===== config.mk =====
export PLATFORM = sky130hd
export DESIGN_NAME = integer_to_radix_digits
export DESIGN_NICKNAME = d
export VERILOG_FILES = /design/src/sv/itrd_pkg.sv /design/src/sv/integer_to_radix_digits.sv /design/src/sv/itrd_ctrl.sv /design/src/sv/itrd_dp.sv
export SDC_FILE = /design/constraint.sdc
export NUM_CORES = 1
export LEC_CHECK = 0
export ABC_CLOCK_PERIOD_IN_PS = 13830
export BUFFER_PORTS_ARGS = -buffer_cell sky130_fd_sc_hd__buf_2
export CORE_MARGIN = 2
export CORE_UTILIZATION = 35
export CTS_CLUSTER_DIAMETER = 50
export DETAILED_ROUTE_END_ITERATION = 16
export REMOVE_ABC_BUFFERS = 1
export SETUP_SLACK_MARGIN = 0.1
export SLEW_MARGIN = 20
export SYNTH_ARGS = -nofsm -noshare
export SYNTH_HDL_FRONTEND = slang
export SYNTH_SLANG_ARGS = --single-unit

===== constraint.sdc =====
create_clock -name clk -period 13.83 [get_ports clk]
set_input_delay 4.149 -clock clk [delete_from_list [all_inputs] [get_ports clk]]
set_output_delay 4.149 -clock clk [all_outputs]
set_load 0.02 [all_outputs]

===== src/sv/itrd_pkg.sv =====
// Shared types and constants for the integer to radix digits block.
package itrd_pkg;

    localparam int VALUE_W      = 32;
    localparam int CHAR_W       = 8;
    localparam int BASE_W       = 5;
    localparam int CFG_DATA_W   = 64;
    localparam int CFG_IDX_W    = 2;
    localparam int SYMBOL_SLOTS = 16;
    localparam int SYM_IDX_W    = 4;
    localparam int MAX_DIGITS   = 32;
    localparam int DIGIT_IDX_W  = 5;
    localparam int DIGIT_CNT_W  = 6;
    localparam int SLICE_BITS   = 8;
    localparam int SLICE_CNT_W  = 2;

    localparam logic [CFG_IDX_W-1:0] REG_BASE_SIZE    = 2'd0;
    localparam logic [CFG_IDX_W-1:0] REG_SYMBOLS_LOW  = 2'd1;
    localparam logic [CFG_IDX_W-1:0] REG_SYMBOLS_HIGH = 2'd2;

    localparam logic [CHAR_W-1:0] CHAR_PLUS            = 8'h2B;
    localparam logic [CHAR_W-1:0] CHAR_MINUS           = 8'h2D;
    localparam logic [CHAR_W-1:0] CHAR_FIRST_PRINTABLE = 8'h20;
    localparam logic [CHAR_W-1:0] CHAR_LAST_PRINTABLE  = 8'h7E;

    localparam logic [SLICE_CNT_W-1:0] LAST_SLICE = 2'd3;

    typedef struct packed {
        logic load;
        logic step;
        logic push;
        logic emit_sign;
        logic emit_digit;
    } itrd_cmd_t;

    typedef struct packed {
        logic ok;
        logic neg;
        logic quot_zero;
        logic digits_full;
        logic last_digit;
    } itrd_sts_t;

endpackage


===== src/sv/integer_to_radix_digits.sv =====
// Top level: signed integer to text in a configurable radix.
//
// Give a value with start while busy is low; the item is taken at that edge.
// If the alphabet (base_size symbols from symbols_low/high) is invalid, the
// item produces nothing and busy stays low. Otherwise busy rises while the
// divider works out each digit in slices, retiring eight quotient bits a
// cycle, and stays high while the sign of a negative value and then the
// digits are emitted. Characters appear on character/last, one per cycle,
// each marked by a single-cycle strobe in the cycle after its emission
// slot; the receiver cannot hold them off. The longest item is the most
// negative value in radix 2. The last strobe of an item may coincide with
// the next start. The config port is always ready and may be written only
// while the block is idle.
module integer_to_radix_digits #(
    parameter int MAX_BASE = 16
) (
    input  logic                                clk,
    input  logic                                rst_n,
    input  logic                                start,
    output logic                                busy,
    input  logic [itrd_pkg::VALUE_W-1:0]        value,
    input  logic                                cfg_valid,
    output logic                                cfg_ready,
    input  logic [itrd_pkg::CFG_IDX_W-1:0]      cfg_index,
    input  logic [itrd_pkg::CFG_DATA_W-1:0]     cfg_data,
    output logic                                strobe,
    output logic [itrd_pkg::CHAR_W-1:0]         character,
    output logic                                last
);
    import itrd_pkg::*;

    itrd_cmd_t cmd;
    itrd_sts_t sts;

    // Registers take a write in any cycle
    assign cfg_ready = 1'b1;

    itrd_ctrl u_ctrl (
        .clk   (clk),
        .rst_n (rst_n),
        .start (start),
        .sts   (sts),
        .cmd   (cmd),
        .busy  (busy)
    );

    itrd_dp #(
        .MAX_BASE (MAX_BASE)
    ) u_dp (
        .clk       (clk),
        .rst_n     (rst_n),
        .cfg_valid (cfg_valid),
        .cfg_index (cfg_index),
        .cfg_data  (cfg_data),
        .value     (value),
        .cmd       (cmd),
        .sts       (sts),
        .strobe    (strobe),
        .character (character),
        .last      (last)
    );

`ifndef SYNTHESIS
    a_strobe_from_work: assert property (@(posedge clk) disable iff (!rst_n)
        strobe |-> $past(busy))
        else $error("character shown without an item in progress");
    a_gap_after_last: assert property (@(posedge clk) disable iff (!rst_n)
        (strobe && last) |=> !strobe)
        else $error("character follows the final one of an item");
    a_start_sees_idle: assert property (@(posedge clk) disable iff (!rst_n)
        (start && !busy && sts.ok) |=> busy)
        else $error("valid item accepted but no work begun");
`endif

endmodule


===== src/sv/itrd_ctrl.sv =====
// Sequencer: division slices per digit, then sign and digit emission.
module itrd_ctrl (
    input  logic                clk,
    input  logic                rst_n,
    input  logic                start,
    input  itrd_pkg::itrd_sts_t sts,
    output itrd_pkg::itrd_cmd_t cmd,
    output logic                busy
);
    import itrd_pkg::*;

    typedef enum logic [1:0] {
        ST_IDLE,
        ST_DIV,
        ST_SIGN,
        ST_EMIT
    } state_t;

    state_t                  state_reg;
    logic [SLICE_CNT_W-1:0]  slice_reg;
    logic                    busy_reg;

    always_comb
    begin
        cmd            = '0;
        cmd.load       = (state_reg == ST_IDLE) && start;
        cmd.step       = (state_reg == ST_DIV);
        cmd.push       = (state_reg == ST_DIV) && (slice_reg == LAST_SLICE);
        cmd.emit_sign  = (state_reg == ST_SIGN);
        cmd.emit_digit = (state_reg == ST_EMIT);
    end

    always_ff @(posedge clk or negedge rst_n)
    begin
        if (!rst_n)
        begin
            state_reg <= ST_IDLE;
            slice_reg <= '0;
            busy_reg  <= 1'b0;
        end
        else
        begin
            case (state_reg)
                ST_IDLE:
                begin
                    slice_reg <= '0;
                    if (start && sts.ok)
                    begin
                        state_reg <= ST_DIV;
                        busy_reg  <= 1'b1;
                    end
                end
                ST_DIV:
                begin
                    slice_reg <= slice_reg + 1'b1;
                    if ((slice_reg == LAST_SLICE) && (sts.quot_zero || sts.digits_full))
                        state_reg <= sts.neg ? ST_SIGN : ST_EMIT;
                end
                ST_SIGN:
                begin
                    state_reg <= ST_EMIT;
                end
                ST_EMIT:
                begin
                    if (sts.last_digit)
                    begin
                        state_reg <= ST_IDLE;
                        busy_reg  <= 1'b0;
                    end
                end
                default:
                begin
                    state_reg <= ST_IDLE;
                    busy_reg  <= 1'b0;
                end
            endcase
        end
    end

    assign busy = busy_reg;

`ifndef SYNTHESIS
    a_busy_tracks_state: assert property (@(posedge clk) disable iff (!rst_n)
        busy_reg == (state_reg != ST_IDLE))
        else $error("busy out of step with sequencer state");
    a_bad_alphabet_no_work: assert property (@(posedge clk) disable iff (!rst_n)
        (state_reg == ST_IDLE && start && !sts.ok) |=> (state_reg == ST_IDLE))
        else $error("work started on an invalid alphabet");
    a_emit_after_push: assert property (@(posedge clk) disable iff (!rst_n)
        (state_reg == ST_EMIT && $past(state_reg) == ST_DIV) |-> $past(cmd.push))
        else $error("emission began before a digit was stored");
`endif

endmodule


===== src/sv/itrd_dp.sv =====
// Datapath: config registers, alphabet check, sliced divider, digit store, output.
module itrd_dp #(
    parameter int MAX_BASE = 16
) (
    input  logic                                clk,
    input  logic                                rst_n,
    input  logic                                cfg_valid,
    input  logic [itrd_pkg::CFG_IDX_W-1:0]      cfg_index,
    input  logic [itrd_pkg::CFG_DATA_W-1:0]     cfg_data,
    input  logic [itrd_pkg::VALUE_W-1:0]        value,
    input  itrd_pkg::itrd_cmd_t                 cmd,
    output itrd_pkg::itrd_sts_t                 sts,
    output logic                                strobe,
    output logic [itrd_pkg::CHAR_W-1:0]         character,
    output logic                                last
);
    import itrd_pkg::*;

    localparam int DIGIT_W = $clog2(MAX_BASE);
    localparam int REM_W   = DIGIT_W + 1;

    logic [BASE_W-1:0]      base_size_reg;
    logic [CFG_DATA_W-1:0]  sym_low_reg;
    logic [CFG_DATA_W-1:0]  sym_high_reg;

    logic [VALUE_W-1:0]     mag_reg;
    logic [REM_W-1:0]       rem_reg;
    logic [REM_W-1:0]       div_reg;
    logic                   neg_reg;
    logic [DIGIT_CNT_W-1:0] nd_reg;
    logic [DIGIT_W-1:0]     digit_mem [MAX_DIGITS];

    logic [CHAR_W-1:0]      char_reg;
    logic                   last_reg;
    logic                   strobe_reg;

    logic [CHAR_W-1:0]      syms [SYMBOL_SLOTS];
    logic                   ok;
    logic [VALUE_W-1:0]     mag_next;
    logic [REM_W-1:0]       rem_next;
    logic [REM_W:0]         trial;
    logic [DIGIT_IDX_W-1:0] rd_idx;
    logic [DIGIT_W-1:0]     rd_digit;

    // Config writes
    always_ff @(posedge clk or negedge rst_n)
    begin
        if (!rst_n)
        begin
            base_size_reg <= '0;
            sym_low_reg   <= '0;
            sym_high_reg  <= '0;
        end
        else if (cfg_valid)
        begin
            case (cfg_index)
                REG_BASE_SIZE:    base_size_reg <= cfg_data[BASE_W-1:0];
                REG_SYMBOLS_LOW:  sym_low_reg   <= cfg_data;
                REG_SYMBOLS_HIGH: sym_high_reg  <= cfg_data;
                default:          ;
            endcase
        end
    end

    // Alphabet check: radix range, printable non-sign symbols, and every symbol pair compared in parallel
    always_comb
    begin
        for (int i = 0; i < SYMBOL_SLOTS; i++)
            syms[i] = (i < 8) ? sym_low_reg[(i % 8) * CHAR_W +: CHAR_W]
                              : sym_high_reg[(i % 8) * CHAR_W +: CHAR_W];
        ok = (base_size_reg >= BASE_W'(2)) && (base_size_reg <= BASE_W'(MAX_BASE));
        for (int i = 0; i < SYMBOL_SLOTS; i++)
        begin
            if (BASE_W'(i) < base_size_reg)
            begin
                if (syms[i] == CHAR_PLUS || syms[i] == CHAR_MINUS)
                    ok = 1'b0;
                if (syms[i] < CHAR_FIRST_PRINTABLE || syms[i] > CHAR_LAST_PRINTABLE)
                    ok = 1'b0;
                for (int j = i + 1; j < SYMBOL_SLOTS; j++)
                    if (BASE_W'(j) < base_size_reg && syms[j] == syms[i])
                        ok = 1'b0;
            end
        end
    end

    // One slice of restoring division: eight quotient bits, MSB first
    always_comb
    begin
        rem_next = rem_reg;
        mag_next = mag_reg;
        trial    = '0;
        for (int k = 0; k < SLICE_BITS; k++)
        begin
            trial    = {rem_next, mag_next[VALUE_W-1]};
            mag_next = {mag_next[VALUE_W-2:0], 1'b0};
            if (trial >= {1'b0, div_reg})
            begin
                rem_next    = REM_W'(trial - {1'b0, div_reg});
                mag_next[0] = 1'b1;
            end
            else
            begin
                rem_next = trial[REM_W-1:0];
            end
        end
    end

    assign rd_idx   = DIGIT_IDX_W'(nd_reg - 1'b1);
    assign rd_digit = digit_mem[rd_idx];

    always_ff @(posedge clk or negedge rst_n)
    begin
        if (!rst_n)
        begin
            nd_reg     <= '0;
            strobe_reg <= 1'b0;
        end
        else
        begin
            strobe_reg <= cmd.emit_sign || cmd.emit_digit;
            if (cmd.load)
                nd_reg <= '0;
            else if (cmd.push)
                nd_reg <= nd_reg + 1'b1;
            else if (cmd.emit_digit)
                nd_reg <= nd_reg - 1'b1;
        end
    end

    always_ff @(posedge clk)
    begin
        if (cmd.load)
        begin
            neg_reg <= value[VALUE_W-1];
            mag_reg <= value[VALUE_W-1] ? (VALUE_W'(0) - value) : value;
            rem_reg <= '0;
            div_reg <= REM_W'(base_size_reg);
        end
        else if (cmd.step)
        begin
            mag_reg <= mag_next;
            rem_reg <= cmd.push ? '0 : rem_next;
        end
        if (cmd.push)
            digit_mem[nd_reg[DIGIT_IDX_W-1:0]] <= DIGIT_W'(rem_next);
        if (cmd.emit_sign)
        begin
            char_reg <= CHAR_MINUS;
            last_reg <= 1'b0;
        end
        else if (cmd.emit_digit)
        begin
            char_reg <= syms[SYM_IDX_W'(rd_digit)];
            last_reg <= (nd_reg == DIGIT_CNT_W'(1));
        end
    end

    always_comb
    begin
        sts.ok          = ok;
        sts.neg         = neg_reg;
        sts.quot_zero   = (mag_next == '0);
        sts.digits_full = (nd_reg == DIGIT_CNT_W'(MAX_DIGITS - 1));
        sts.last_digit  = (nd_reg == DIGIT_CNT_W'(1));
    end

    assign strobe    = strobe_reg;
    assign character = char_reg;
    assign last      = last_reg;

`ifndef SYNTHESIS
    a_push_in_range: assert property (@(posedge clk) disable iff (!rst_n)
        cmd.push |-> (nd_reg < DIGIT_CNT_W'(MAX_DIGITS)))
        else $error("digit store overflow");
    a_emit_has_digit: assert property (@(posedge clk) disable iff (!rst_n)
        cmd.emit_digit |-> (nd_reg != '0))
        else $error("digit emitted from an empty store");
    a_minus_not_last: assert property (@(posedge clk) disable iff (!rst_n)
        (strobe_reg && char_reg == CHAR_MINUS) |-> !last_reg)
        else $error("minus sign flagged as final character");
`endif

endmodule


==> impl_metrics.json <==
{
  "post_synth.cell_area_avg_um2": 9.585,
  "routabilityCongestion": 1.021,
  "cts_made_buffers": 44,
  "power.density_nw_per_um2": 130.7,
  "ys_types": 90,
  "cts_tree": "built",
  "drt-vias-per-instance": 5.804,
  "drc": 0,
  "synthArstFlopShare_pct": 44.62,
  "chipWidth_um": 293.4,
  "yosys_register_bits": 325,
  "top_level_ports": 114,
  "setup_violations": 0,
  "cp_slowest_stage_delay_ns": 0.44,
  "critical_path_class": "register to register",
  "area.sequential_um2": 8896,
  "layout_commonest_cell": "sky130_fd_sc_hd__xnor2_1",
  "final_critical_delay_including_setup_and_external_delays_ns": 13.26,
  "grt_max_degree": 83,
  "floorplan.initialDensity_pct": 35.19,
  "critical_path.max_fanout": 10,
  "grt_antenna_before_repair": 5,
  "critPathLaunchType": "register",
  "grt_use_met2_pct": 38.14,
  "routedWlPerCell_um": 25.38,
  "io_buffer_count": 112,
  "multi_input_gate_area_in_the_final_layout_um2": 19260,
  "setup_ws_ns": 0.5748,
  "rows": 106,
  "clockBufferDepth": 3,
  "drive_gt1_share_pct": 21.71,
  "clockRootBuffer": "sky130_fd_sc_hd__clkbuf_16",
  "worst_clock_skew_ns": 0.02893,
  "design.die.area_um2": 86080,
  "largest_register_ffs": 128,
  "worstPathRequired_ns": 14.33,
  "clkSinkCount": 325,
  "die_y_um": 293.4,
  "detail-route-antenna-nets": 0,
  "outcome": "finished clean",
  "num_vias": 24520,
  "worst-endpoint-arrival_ns": 13.76,
  "timing.final.crit_share_pct": 95.84,
  "ff2ff_path_depth": 68,
  "num-fill-cells": 8226,
  "synthesis.area_um2": 29310,
  "synth-edff-count": 166,
  "synthToLayoutAreaGrowth_pct": 13.88,
  "fin_util_pct": 40.08,
  "busiest_layer": "met2",
  "max-slew-margin-rel_pct": 20.75,
  "cts_hold_buffers": 0,
  "timing.critical_path.mode_cell": "sky130_fd_sc_hd__a21o_1",
  "groute.usage.overall_pct": 24.48,
  "cts_htree_levels": 2,
  "endpoint_kind": "register",
  "fin_nets": 3269,
  "grt.met3_usage_pct": 4.962,
  "pre_cts_slack_ns": -0.2291,
  "yosysWarnings": 0,
  "max_freq_mhz": 75.44,
  "timing.hold.worst.class": "register to register",
  "layout.cells.most_common_list": "sky130_fd_sc_hd__xnor2_1, sky130_fd_sc_hd__xor2_1, sky130_fd_sc_hd__buf_4",
  "grt.overflow.total": 0,
  "detail_route.first_pass.iterations": 5,
  "layoutNonFillerInstCount": 4225,
  "p_leak_nw": 12.01,
  "cp_slowest_cell": "sky130_fd_sc_hd__a2111o_1",
  "cap_viol_max_count": 0,
  "number_of_global_route_vias_before_repair": 23940,
  "timing_worst_slew_pin_value_ns": 1.189,
  "place.detailed.hpwl_mm": 71.92,
  "finalHoldViolations": 0,
  "yosysSeqAreaShare_pct": 30.34,
  "global_route_wire_length_before_repair_mm": 159.5,
  "synthesis.instances": 3058,
  "worst_setup_hold_path_clk_slew_ns": 0.06,
  "synth_flop_cell": "sky130_fd_sc_hd__edfxtp_1",
  "global_route.usage.met1_pct": 32.61,
  "min_delay_path_depth": 2,
  "floorplan.core_area_um2": 83290,
  "final-max-slew-violation-count": 0,
  "totalWireLength_mm": 107.2,
  "first_iter_violations": 2742,
  "vdd_ir_drop_max_uv": 101.5,
  "dpl.cell_count": 4121,
  "clk_latency_ns": 0.61
}
[worst paths after layout]
kind / from / end / slack (ns)
max: u_dp.mag_reg[31] / u_ctrl.state_reg[1] / 0.57
max reg2reg: u_dp.mag_reg[31] / u_ctrl.state_reg[1] / 0.57
min reg2reg: u_dp.character[1] / u_dp.character[1] / 0.49
min in group asynchronous: rst_n / u_dp.sym_low_reg[45] / 3.58
min: u_dp.character[1] / u_dp.character[1] / 0.49
max in group asynchronous: rst_n / u_dp.nd_reg[0] / 8.83
[repair_timing]
item	4_1_cts	5_1_grt
pin swaps	6	34
setup buffers	6	15
endpoints found under the setup margin	64	136
hold endpoints to repair	0	0
resized for setup	9	64
[cell families (layout without fill, tap and decap cells)]
logic type	Yosys count	count (layout)	share of synthesized area [%]
other cells	1	5	0.01279
fa+ha+maj	59	59	2.723
flops	325	325	30.34
xor+xnor	1003	1003	29.97
simple gates	690	690	12.72
buf+inv	371	454	5.186
compound gates	367	367	8.396
mux	242	242	10.65
[routing by layer]
layer | share of wire, % | vias to the layer above
met5 | 0.012 | -
met4 | 4.9 | 2
met3 | 9.9 | 313
met2 | 44 | 1378
met1 | 41 | 11970
li1 | - | 10860
[stage by stage]
stage / TNS [ns] / instance area, µm² / total power [mW] / hold WS [ns]
after floorplan: -25.40 / 27950 / 2.533 / 0.4636
after global placement: -2.826 / 31430 / 3.144 / 0.4666
after detailed placement: -0.3821 / 31430 / 3.180 / 0.4759
after CTS: 0 / 32960 / 4.332 / 0.4896
after global routing: -0.03795 / 33370 / 4.547 / 0.5102
final: 0 / 33380 / 4.364 / 0.4860
[Yosys cell counts, types with 14 or more instances]
cell	count	share of area, %
sky130_fd_sc_hd__a211oi_1	47	1.2
sky130_fd_sc_hd__a21o_1	17	0.44
sky130_fd_sc_hd__a21oi_1	82	1.4
sky130_fd_sc_hd__a31oi_1	28	0.60
sky130_fd_sc_hd__buf_1	114	1.5
sky130_fd_sc_hd__buf_2	93	1.6
sky130_fd_sc_hd__clkbuf_1	120	1.5
sky130_fd_sc_hd__dfrtp_1	145	12
sky130_fd_sc_hd__dfxtp_1	14	0.96
sky130_fd_sc_hd__edfxtp_1	166	17
sky130_fd_sc_hd__ha_1	51	2.2
sky130_fd_sc_hd__inv_1	41	0.53
sky130_fd_sc_hd__mux2_2	150	5.8
sky130_fd_sc_hd__mux2i_1	50	1.7
sky130_fd_sc_hd__mux4_2	40	3.1
sky130_fd_sc_hd__nand2_1	115	1.5
sky130_fd_sc_hd__nand3_1	39	0.67
sky130_fd_sc_hd__nand4_1	162	3.5
sky130_fd_sc_hd__nor2_1	95	1.2
sky130_fd_sc_hd__nor2b_1	33	0.70
sky130_fd_sc_hd__nor3_1	70	1.2
sky130_fd_sc_hd__nor4_1	101	2.2
sky130_fd_sc_hd__o21ai_0	84	1.4
sky130_fd_sc_hd__o31ai_1	28	0.72
sky130_fd_sc_hd__or3_1	16	0.34
sky130_fd_sc_hd__xnor2_1	617	18
sky130_fd_sc_hd__xor2_1	386	12
[layout make-up]
type                    instances  area share, %
flip-flops and latches        325          26.65
diodes                          4        0.02999
inverters                      42         0.4723
clock buffers                  53          3.430
multi-input cells            2362          57.71
clock inverters                26         0.9109
well taps                    1080          4.048
repair buffers                333          6.751
[report_power, final]
part | internal (mW) | leakage, nW | switching (mW)
clock network | 0.659 | 0.696 | 0.475
registers | 1.08 | 3.35 | 0.183
logic | 0.816 | 7.96 | 1.15
total | 2.56 | 12.0 | 1.81
[worst max-delay path, delay by kind of cell, from the launching register on]
kind | cells | cell delay [ns]
AND/OR/NAND/NOR | 17 | 2.79
flip-flops | 1 | 0.38
adder cells (fa/ha/maj) | 9 | 2.82
buffers and inverters | 9 | 1.00
AO/OA/AOI/OAI | 26 | 4.37
multiplexers | 7 | 1.76
Power figures use the tool's default switching activity.
